## config.mk

```make
export PLATFORM = sky130hd
export DESIGN_NAME = radix_digit_converter
export DESIGN_NICKNAME = d
export VERILOG_FILES = /design/src/hdl/rdc_pkg.sv /design/src/hdl/radix_digit_converter.sv
export SDC_FILE = /design/constraint.sdc
export NUM_CORES = 1
export LEC_CHECK = 0
export BUFFER_PORTS_ARGS = -buffer_cell sky130_fd_sc_hd__buf_2
export CORE_MARGIN = 1.5
export CORE_UTILIZATION = 55
export DETAILED_ROUTE_END_ITERATION = 16
export PLACE_DENSITY = 0.79
export SYNTH_ARGS = -nofsm -noshare
export SYNTH_HDL_FRONTEND = slang
export SYNTH_SLANG_ARGS = --single-unit
```

## constraint.sdc

```tcl
create_clock -name clk -period 19.4 [get_ports clk]
set_input_delay 0.97 -clock clk [delete_from_list [all_inputs] [get_ports clk]]
set_output_delay 0.97 -clock clk [all_outputs]
set_load 0.01 [all_outputs]
```

## src/hdl/rdc_pkg.sv

```systemverilog
// ----------------------------------------------------------------------------
// rdc_pkg
// Shared widths, limits and state codes of the radix digit converter.
// ----------------------------------------------------------------------------
package rdc_pkg;

	localparam int VALUE_WIDTH = 31;
	localparam int DIGIT_W     = 4;
	localparam int RADIX_W     = 4;
	localparam int STEP_BITS   = 4;
	localparam int DIV_W       = ((VALUE_WIDTH + STEP_BITS - 1) / STEP_BITS) * STEP_BITS;
	localparam int STEPS       = DIV_W / STEP_BITS;
	localparam int STEP_CNT_W  = (STEPS > 1) ? $clog2(STEPS) : 1;
	localparam int CNT_W       = $clog2(VALUE_WIDTH + 1);
	localparam int IDX_W       = $clog2(VALUE_WIDTH);

	localparam logic [RADIX_W-1:0] RADIX_MIN   = RADIX_W'(2);
	localparam logic [RADIX_W-1:0] RADIX_MAX   = RADIX_W'(10);
	localparam logic [RADIX_W-1:0] RADIX_RESET = RADIX_W'(10);

	typedef enum logic [2:0] {
		ST_IDLE = 3'b001,
		ST_DIV  = 3'b010,
		ST_EMIT = 3'b100
	} state_t;

endpackage

```

## src/hdl/radix_digit_converter.sv

```systemverilog
// ----------------------------------------------------------------------------
// radix_digit_converter
// Converts one unsigned integer into its digits in a base from 2 to 10 and
// sends them most significant first, the final digit flagged by last.
// ----------------------------------------------------------------------------
// One value is taken at a time; in_ready is low from the transfer of a value
// until its last digit has been loaded into the output register. Each digit
// comes from a shared divide step that consumes four dividend bits a cycle;
// the digits are then read back from a 31-entry store, one a cycle when the
// output side keeps up. A zero input gives the single digit 0. The radix
// register resets to 10 and a written value outside 2..10 saturates to the
// nearer limit.
module radix_digit_converter (
	input  logic                          clk,
	input  logic                          arst_n,
	input  logic                          cfg_we,
	input  logic [rdc_pkg::RADIX_W-1:0]   cfg_wdata,
	input  logic                          in_valid,
	output logic                          in_ready,
	input  logic [rdc_pkg::VALUE_WIDTH-1:0] value,
	output logic                          out_valid,
	input  logic                          out_ready,
	output logic [rdc_pkg::DIGIT_W-1:0]   digit,
	output logic                          last
);
	import rdc_pkg::*;

	state_t                 state_q;
	logic [RADIX_W-1:0]     radix_q;
	logic [DIV_W-1:0]       quo_q;
	logic [DIGIT_W-1:0]     rem_q;
	logic [STEP_CNT_W-1:0]  step_q;
	logic [CNT_W-1:0]       count_q;
	logic                   out_valid_q;
	logic [DIGIT_W-1:0]     digit_q;
	logic                   last_q;

	logic [DIGIT_W-1:0]     store_q [VALUE_WIDTH];

	logic [DIV_W-1:0]       quo_next;
	logic [DIGIT_W-1:0]     rem_next;
	logic [CNT_W-1:0]       count_inc;
	logic [CNT_W-1:0]       count_dec;
	logic                   last_step;
	logic                   div_done;
	logic                   out_free;
	logic                   emit_load;

	always_comb begin
		logic [DIGIT_W:0]      r;
		logic [STEP_BITS-1:0]  qbits;
		r     = '0;
		qbits = '0;
		r[DIGIT_W-1:0] = rem_q;
		for (int i = 0; i < STEP_BITS; i++) begin
			r = {r[DIGIT_W-1:0], quo_q[DIV_W-1-i]};
			if (r >= {1'b0, radix_q}) begin
				r = r - {1'b0, radix_q};
				qbits[STEP_BITS-1-i] = 1'b1;
			end
		end
		rem_next = r[DIGIT_W-1:0];
		quo_next = {quo_q[DIV_W-STEP_BITS-1:0], qbits};
	end

	assign count_inc = count_q + CNT_W'(1);
	assign count_dec = count_q - CNT_W'(1);
	assign last_step = (step_q == STEP_CNT_W'(STEPS - 1));
	assign div_done  = (quo_next == '0) || (count_inc == CNT_W'(VALUE_WIDTH));
	assign out_free  = !out_valid_q || out_ready;
	assign emit_load = (state_q == ST_EMIT) && out_free;

	always_ff @(posedge clk or negedge arst_n) begin
		if (!arst_n) begin
			radix_q <= RADIX_RESET;
		end else if (cfg_we) begin
			if (cfg_wdata < RADIX_MIN) begin
				radix_q <= RADIX_MIN;
			end else if (cfg_wdata > RADIX_MAX) begin
				radix_q <= RADIX_MAX;
			end else begin
				radix_q <= cfg_wdata;
			end
		end
	end

	always_ff @(posedge clk or negedge arst_n) begin
		if (!arst_n) begin
			state_q     <= ST_IDLE;
			quo_q       <= '0;
			rem_q       <= '0;
			step_q      <= '0;
			count_q     <= '0;
			out_valid_q <= 1'b0;
		end else begin
			if (out_valid_q && out_ready && !emit_load) begin
				out_valid_q <= 1'b0;
			end
			unique case (state_q)
				ST_IDLE: begin
					if (in_valid) begin
						quo_q   <= DIV_W'(value);
						rem_q   <= '0;
						step_q  <= '0;
						count_q <= '0;
						state_q <= ST_DIV;
					end
				end
				ST_DIV: begin
					if (last_step) begin
						count_q <= count_inc;
						quo_q   <= quo_next;
						rem_q   <= '0;
						step_q  <= '0;
						if (div_done) begin
							state_q <= ST_EMIT;
						end
					end else begin
						quo_q  <= quo_next;
						rem_q  <= rem_next;
						step_q <= step_q + STEP_CNT_W'(1);
					end
				end
				ST_EMIT: begin
					if (out_free) begin
						out_valid_q <= 1'b1;
						count_q     <= count_dec;
						if (count_q == CNT_W'(1)) begin
							state_q <= ST_IDLE;
						end
					end
				end
				default: begin
					state_q <= ST_IDLE;
				end
			endcase
		end
	end

	// store digits, least significant first; read back in reverse
	always_ff @(posedge clk) begin
		if ((state_q == ST_DIV) && last_step) begin
			store_q[count_q[IDX_W-1:0]] <= rem_next;
		end
		if (emit_load) begin
			digit_q <= store_q[count_dec[IDX_W-1:0]];
			last_q  <= (count_q == CNT_W'(1));
		end
	end

	assign in_ready  = (state_q == ST_IDLE);
	assign out_valid = out_valid_q;
	assign digit     = digit_q;
	assign last      = last_q;

endmodule
```

Yosys cells after proc, flatten, opt, wreduce, memory -nomap -nowiden
Memory sizes are Yosys's and may differ from the RTL's. A register that Yosys moved wholly into a read port is not among the register bits.
Cells that the tools add are included.

word-level totals
  RAM bits = 124
  bits of input ports = 40
  output and inout port bits = 7
  register bits = 53
  memories = 1

memories
  memory   words  bits a word  read ports  clocked after Yosys merged registers in  wr ports  RTL line                     source
  store_q  31     4            1           1                                        1         radix_digit_converter.sv:38  logic [DIGIT_W-1:0] store_q [VALUE_WIDTH];

operators by class
  eq/ne operators = 11
  add/sub/neg operators = 7
  mux-type cells = 33
  $lt $le $gt $ge = 6
  reductions and logical operators = 14

operator list
  kind                                                                           number
  32-bit one-hot mux with 2 select lines                                         1
  32-bit logical NOT                                                             1
  32-bit two-way mux                                                             1
  4-bit two-way mux                                                              8
  3-bit two-way mux                                                              7
  5-bit by 4-bit greater-or-equal comparator with 1-bit output                   4
  4-bit subtractor                                                               4
  5-bit two-way mux                                                              3
  5-bit one-hot mux with 3 select lines                                          1
  1-bit two-way mux                                                              9
  3-bit one-hot mux with 3 select lines                                          1
  2-bit inequality test (second input constant)                                  4
  4-bit one-hot mux with 2 select lines                                          1
  3-bit equality test (second input constant)                                    2
  3-bit one-hot mux with 2 select lines                                          1
  5-bit by 1-bit adder with 5-bit output (second input constant)                 1
  5-bit by 1-bit equality test with 1-bit output (second input constant)         1
  5-bit equality test (second input constant)                                    1
  5-bit AND reduction                                                            1
  5-bit by 1-bit subtractor with 5-bit output (second input constant)            1
  4-bit > comparator (second input constant)                                     1
  1-bit logical AND                                                              4
  4-bit by 2-bit less-than comparator with 1-bit output (second input constant)  1
  4-bit AND reduction                                                            1
  other kinds (9)                                                                11

Longest topological paths before layout
  depth after elaboration = 13
  gate-level depth with buffers = 27
  mapped depth without buffers = 27

Least setup slack after synthesis
OpenSTA, ideal clock, no wires.

  kind = register to register
  from = register radix_q[1]
  to = memory store_q[0][0] (data pin)
  clock period less this slack = 6.934 ns
  data required time = 19.013 ns
  cell stages (with the launch flop) = 25
  arrival = 6.547 ns
  slack = 12.466 ns
  path through = dfstp_2 > inv_1 > fa_1 > or3_1 > a211oi_1 > nor2_1 > ha_1 > o21ai_0 > o21ai_1 > a211o_4 > mux2_2 > inv_1 > ha_1 > a21oi_1 > o21ai_0 > a211oi_4 > mux2_2 > inv_1 > ha_1 > a21o_1 > a21o_1 > a21o_1 > a221oi_1 > mux2i_2 > mux2i_1

between the ends
  word-level cells in the longest chain between the ends = 8
  elaborated cells on any way between the ends = 11

ends and longest elaborated chain
  item                                                                                                     RTL line                                                  source
  start: declaration                                                                                       radix_digit_converter.sv:29                               logic [RADIX_W-1:0] radix_q;
  start signal: assignment                                                                                 radix_digit_converter.sv:82                               radix_q <= cfg_wdata;
  4-bit subtractor / 5-bit by 4-bit greater-or-equal comparator with 1-bit output (equally long branches)  radix_digit_converter.sv:58, radix_digit_converter.sv:57
  4-bit two-way mux                                                                                        radix_digit_converter.sv:57                               if (r >= {1'b0, radix_q}) begin
  4-bit subtractor / 5-bit by 4-bit greater-or-equal comparator with 1-bit output (equally long branches)  radix_digit_converter.sv:58, radix_digit_converter.sv:57
  4-bit two-way mux                                                                                        radix_digit_converter.sv:57
  4-bit subtractor / 5-bit by 4-bit greater-or-equal comparator with 1-bit output (equally long branches)  radix_digit_converter.sv:58, radix_digit_converter.sv:57
  4-bit two-way mux                                                                                        radix_digit_converter.sv:57
  5-bit by 4-bit greater-or-equal comparator with 1-bit output (*)                                         radix_digit_converter.sv:57
  4-bit two-way mux (*)                                                                                    radix_digit_converter.sv:57
  named net rem_next[0]                                                                                    radix_digit_converter.sv:41                               logic [DIGIT_W-1:0] rem_next;
  end: declaration                                                                                         radix_digit_converter.sv:38

The timed path passes the listed nets; every way through them passes the cells marked *.

Final worst setup path
  from = register radix_q[1]
  to = register rem_q[3]

between the ends
  word-level cells in the longest chain between the ends = 10
  elaborated cells on any way between the ends = 14

ends and longest elaborated chain
  item                                                                                                     RTL line                                                  source
  4-bit subtractor / 5-bit by 4-bit greater-or-equal comparator with 1-bit output (equally long branches)  radix_digit_converter.sv:58, radix_digit_converter.sv:57
  4-bit two-way mux                                                                                        radix_digit_converter.sv:57
  4-bit subtractor / 5-bit by 4-bit greater-or-equal comparator with 1-bit output (equally long branches)  radix_digit_converter.sv:58, radix_digit_converter.sv:57
  4-bit two-way mux                                                                                        radix_digit_converter.sv:57
  5-bit by 4-bit greater-or-equal comparator with 1-bit output / 4-bit subtractor (equally long branches)  radix_digit_converter.sv:57, radix_digit_converter.sv:58
  4-bit two-way mux                                                                                        radix_digit_converter.sv:57
  4-bit subtractor / 5-bit by 4-bit greater-or-equal comparator with 1-bit output (equally long branches)  radix_digit_converter.sv:58, radix_digit_converter.sv:57
  4-bit two-way mux (*)                                                                                    radix_digit_converter.sv:57
  named net rem_next[3]                                                                                    radix_digit_converter.sv:41
  4-bit two-way mux (*)                                                                                    radix_digit_converter.sv:110                              if (last_step) begin
  4-bit one-hot mux with 2 select lines (*)                                                                radix_digit_converter.sv:99                               unique case (state_q)
  end signal: assignment                                                                                   radix_digit_converter.sv:120                              rem_q <= rem_next;
  end: declaration                                                                                         radix_digit_converter.sv:31                               logic [DIGIT_W-1:0] rem_q;

Marks and branches as above.
A chain may end at the register's enable or synchronous reset.

==> parameters.txt <==
Parameter                              Value

Synth
  Post-synth top cells    sky130_fd_sc_hd__edfxtp_1, sky130_fd_sc_hd__nor2_1, sky130_fd_sc_hd__dfrtp_1
  Mean cell area of the mapped netlist    between 10 and 15 µm²
  Post-synthesis net count    slightly below 700
  Synth unique cells    54
  Most frequently used flop master after synthesis    sky130_fd_sc_hd__edfxtp_1
  Post-synthesis sequential area ratio    60.88%
  Largest family of logic cells by synthesized area    multiplexers
  Proportion of netlist area held by the largest area contributor    45.54%
  Largest cells by area after synthesis    sky130_fd_sc_hd__edfxtp_1, sky130_fd_sc_hd__dfrtp_1, sky130_fd_sc_hd__mux4_2, sky130_fd_sc_hd__mux2i_1, sky130_fd_sc_hd__ha_1
  Share of the synthesized netlist area taken by xor and xnor gates    1.338%
  Ys async rst share    28.73%
  Cell type with the largest total area after synthesis    sky130_fd_sc_hd__edfxtp_1
  Cell with the most instances after synthesis    sky130_fd_sc_hd__edfxtp_1
  Yosys reg bits    181
  Post-Synthesis Cell Area    between 8000 and 9000 µm²
  Adder-cell share of the synthesized area    4.471%
  Number of flops mapped to enable cells by yosys    129
  Share of the synthesized area in compound gates (AO/OA/AOI/OAI)    7.457%
  Area fraction in and, or, nand and nor cells after synthesis    ~8.4%
  Total of warnings raised by yosys    0
  Post-synthesis cell count    a little over 600
  Share of cell area taken by muxes after synthesis    around 15%

STA
  Maximum achievable frequency    0.1423 GHz
  Headroom to the max-slew limit    23.90%
  Final Hold Viols    0
  Final Critical Period    about 7 ns
  Final-report setup violation count    0
  Worst Slack Setup Final    12.37 ns
  Number of max-slew violations in the final report    0
  Sum of negative setup slack    0 ns
  Fin Clk Skew    0.008264 ns
  Unrepaired setup endpoints after global routing    false
  Ratio of final minimum period to clock period    36.21%
  Worst Max-Slew Pin Slew    1.133 ns

Routing
  Total number of vias    approximately 5,200
  Post-DRT Antenna Nets    0
  Count of TritonRoute iterations in the first routing pass    5
  Residual DRC    0
  DR vias/cell    6.127
  Avg WL per Cell    20.89 µm
  Total wirelength of the detailed-routed design    between 15,000 and 20,000 µm
  DRC violation total after the first TritonRoute iteration    500

Clock tree
  Insertion delay of the later-clocked pin in the worst-skew pair    0.43 ns
  Root Buffer    sky130_fd_sc_hd__clkbuf_16
  Total of cells resized after clock tree synthesis    0
  # clock sinks    181
  CTS tree    built
  CTS H-tree depth    4
  Clock-pin slew reported for the worst setup and hold paths after clock tree synthesis    0.07 ns
  Post-CTS repair timing setup buffer count    0
  # hold bufs at CTS    0
  Clock Tree Buf Depth    2
  CTS buffer count    17

Finish
  Fraction of the core area covered by cells at the end of the flow    63.03%
  Post-route insts no fill    around 860
  Fraction of final layout cells with drive strength greater than 1    21.74%
  Number of nets in the layout    722
  Number of diodes added for antenna fixing    0
  Area grow syn2layout    12.22%

Placement
  GPL Wtd Cong    0.8975
  Pre-CTS worst setup slack    ~12 ns
  Number of placed instances with taps included    823
  DP HPWL    11,740 µm
  Number of input and output port buffers inserted    46

Job
  Max-Cap Viols    0

GRT
  Remaining global-route overflow    0
  Via count of the first global-routing pass    about 5,400
  Number of antenna violations at the first check in global routing    0
  Pin count of the biggest net entering global routing    73
  Global-route usage over all layers    a little under a quarter
  Wire length of the first global-routing pass    around 29,000 µm

Setup path
  Family of cells with the greatest summed delay on the critical path    compound AO/OA/AOI/OAI gates
  Critical path data arrival time    7.34 ns
  Kind of launch point of the worst setup path    flip-flop
  Critical Path Sink Type    flip-flop
  Required time of the critical path    19.72 ns
  Biggest fanout along the worst timing path    32
  CP max-delay cell    sky130_fd_sc_hd__dfstp_2
  Critical Path Max Stage Delay    0.61 ns
  Number of buffers and inverters on the critical path    3
  WS Path Type    reg -> reg

Floorplan
  Number of rows created at floorplan    45
  # IOs    47
  DIE AREA    about 16,000 µm²
  Chip Width    127.4 µm
  Initial Utilization    between 50% and 60%
  DIE HEIGHT    approximately 130 µm
  Placeable Area    15,150 µm²

Run status
  Run status    finished clean

Min path
  Min-Delay Path Class    reg -> reg
==> worst reg2reg max path, cell delays in order (launching register included) <==
cell and delay, ns:
sky130_fd_sc_hd__dfstp_2 0.61, sky130_fd_sc_hd__inv_1 0.16, sky130_fd_sc_hd__fa_1 0.46, sky130_fd_sc_hd__or3_1 0.38
sky130_fd_sc_hd__a211oi_1 0.38, sky130_fd_sc_hd__nor2_1 0.11, sky130_fd_sc_hd__ha_1 0.31, sky130_fd_sc_hd__o21ai_0 0.08
sky130_fd_sc_hd__o21ai_1 0.28, sky130_fd_sc_hd__a211o_4 0.21, sky130_fd_sc_hd__mux2_2 0.39, sky130_fd_sc_hd__inv_1 0.07
sky130_fd_sc_hd__ha_1 0.23, sky130_fd_sc_hd__a21oi_1 0.13, sky130_fd_sc_hd__o21ai_0 0.19, sky130_fd_sc_hd__a211oi_4 0.42
sky130_fd_sc_hd__mux2_2 0.43, sky130_fd_sc_hd__inv_1 0.08, sky130_fd_sc_hd__ha_1 0.24, sky130_fd_sc_hd__a21o_1 0.17
sky130_fd_sc_hd__a21o_1 0.17, sky130_fd_sc_hd__a21o_1 0.21, sky130_fd_sc_hd__a221oi_1 0.27, sky130_fd_sc_hd__mux2i_2 0.22
sky130_fd_sc_hd__mux2_4 0.49, sky130_fd_sc_hd__a22o_1 0.25
==> cells by family after synthesis <==
family,Yosys count
mux,83
simple gates,153
flops,181
compound gates,103
fa+ha+maj,28
buf+inv,46
xor+xnor,13
==> placed cells by master (no fill, tap or decap), types with 9 or more instances in the layout <==
cell,Yosys,final
sky130_fd_sc_hd__nor2_1,53,52
sky130_fd_sc_hd__edfxtp_1,129,129
sky130_fd_sc_hd__mux4_2,36,36
sky130_fd_sc_hd__clkbuf_16,0,17
sky130_fd_sc_hd__mux2i_1,36,34
sky130_fd_sc_hd__dfrtp_1,49,48
sky130_fd_sc_hd__ha_1,24,23
sky130_fd_sc_hd__inv_1,22,22
sky130_fd_sc_hd__xnor2_1,11,11
sky130_fd_sc_hd__nand2_1,46,46
sky130_fd_sc_hd__o21ai_0,48,48
sky130_fd_sc_hd__buf_2,3,46
sky130_fd_sc_hd__nand3_1,9,9
sky130_fd_sc_hd__a21oi_1,20,20
==> per-stage QoR <==
step           cell area, µm²  hold WS (ns)
2_1_floorplan            8507        0.4646
3_3_place_gp             8944        0.4931
3_5_place_dp             8944        0.5014
4_1_cts                  9547        0.5259
5_1_grt                  9547        0.5594
6_report                 9547        0.5210
==> flip-flops by register name (all words and copies together), names as in the netlist <==
| register | cells |
|---|---|
| count_q | 5 |
| digit | 4 |
| step_q | 3 |
| out_valid | 1 |
| store_q | 124 |
| rem_q | 4 |
| quo_q | 32 |
| radix_q | 4 |
| last | 1 |
| state_q | 3 |
==> path summary, 6_finish.rpt <==
kind | cells after the start | slack, ns | start | end
max | 25 | 12.37 | radix_q[1]$_DFFE_PN1P_ | rem_q[3]$_DFFE_PN0P_
min | 2 | 0.52 | quo_q[17]$_DFFE_PN0P_ | quo_q[21]$_DFFE_PN0P_
max reg2reg | 25 | 12.37 | radix_q[1]$_DFFE_PN1P_ | rem_q[3]$_DFFE_PN0P_
min reg2reg | 2 | 0.52 | quo_q[17]$_DFFE_PN0P_ | quo_q[21]$_DFFE_PN0P_
max in group asynchronous | 2 | 18.23 | arst_n | count_q[0]$_DFFE_PN0P_
min in group asynchronous | 2 | 0.66 | arst_n | quo_q[22]$_DFFE_PN0P_
==> area by class of cell <==
class                           count  area, µm²
Clock buffer                       17      425.4
Clock inverter                     15      177.7
Fill cell                        1087       5599
Inverter                           22      82.58
Multi-Input combinational cell    380       3171
Sequential cell                   181       5180
Tap cell                          188      235.2
Timing Repair Buffer               52      275.3
==> metal layers <==
| metal | share of wire, % | vias to the layer above | track usage (%) |
|---|---|---|---|
| li1 | - | 2392 | - |
| met5 | 0 | - | 0 |
| met2 | 49 | 211 | 37.77 |
| met3 | 6.0 | 41 | 5.235 |
| met1 | 43 | 2595 | 32.08 |
| met4 | 2.1 | 0 | 9.826 |
Power is not shown: default switching activity piles up to over one toggle a cycle in this logic, so the estimate is an artifact.
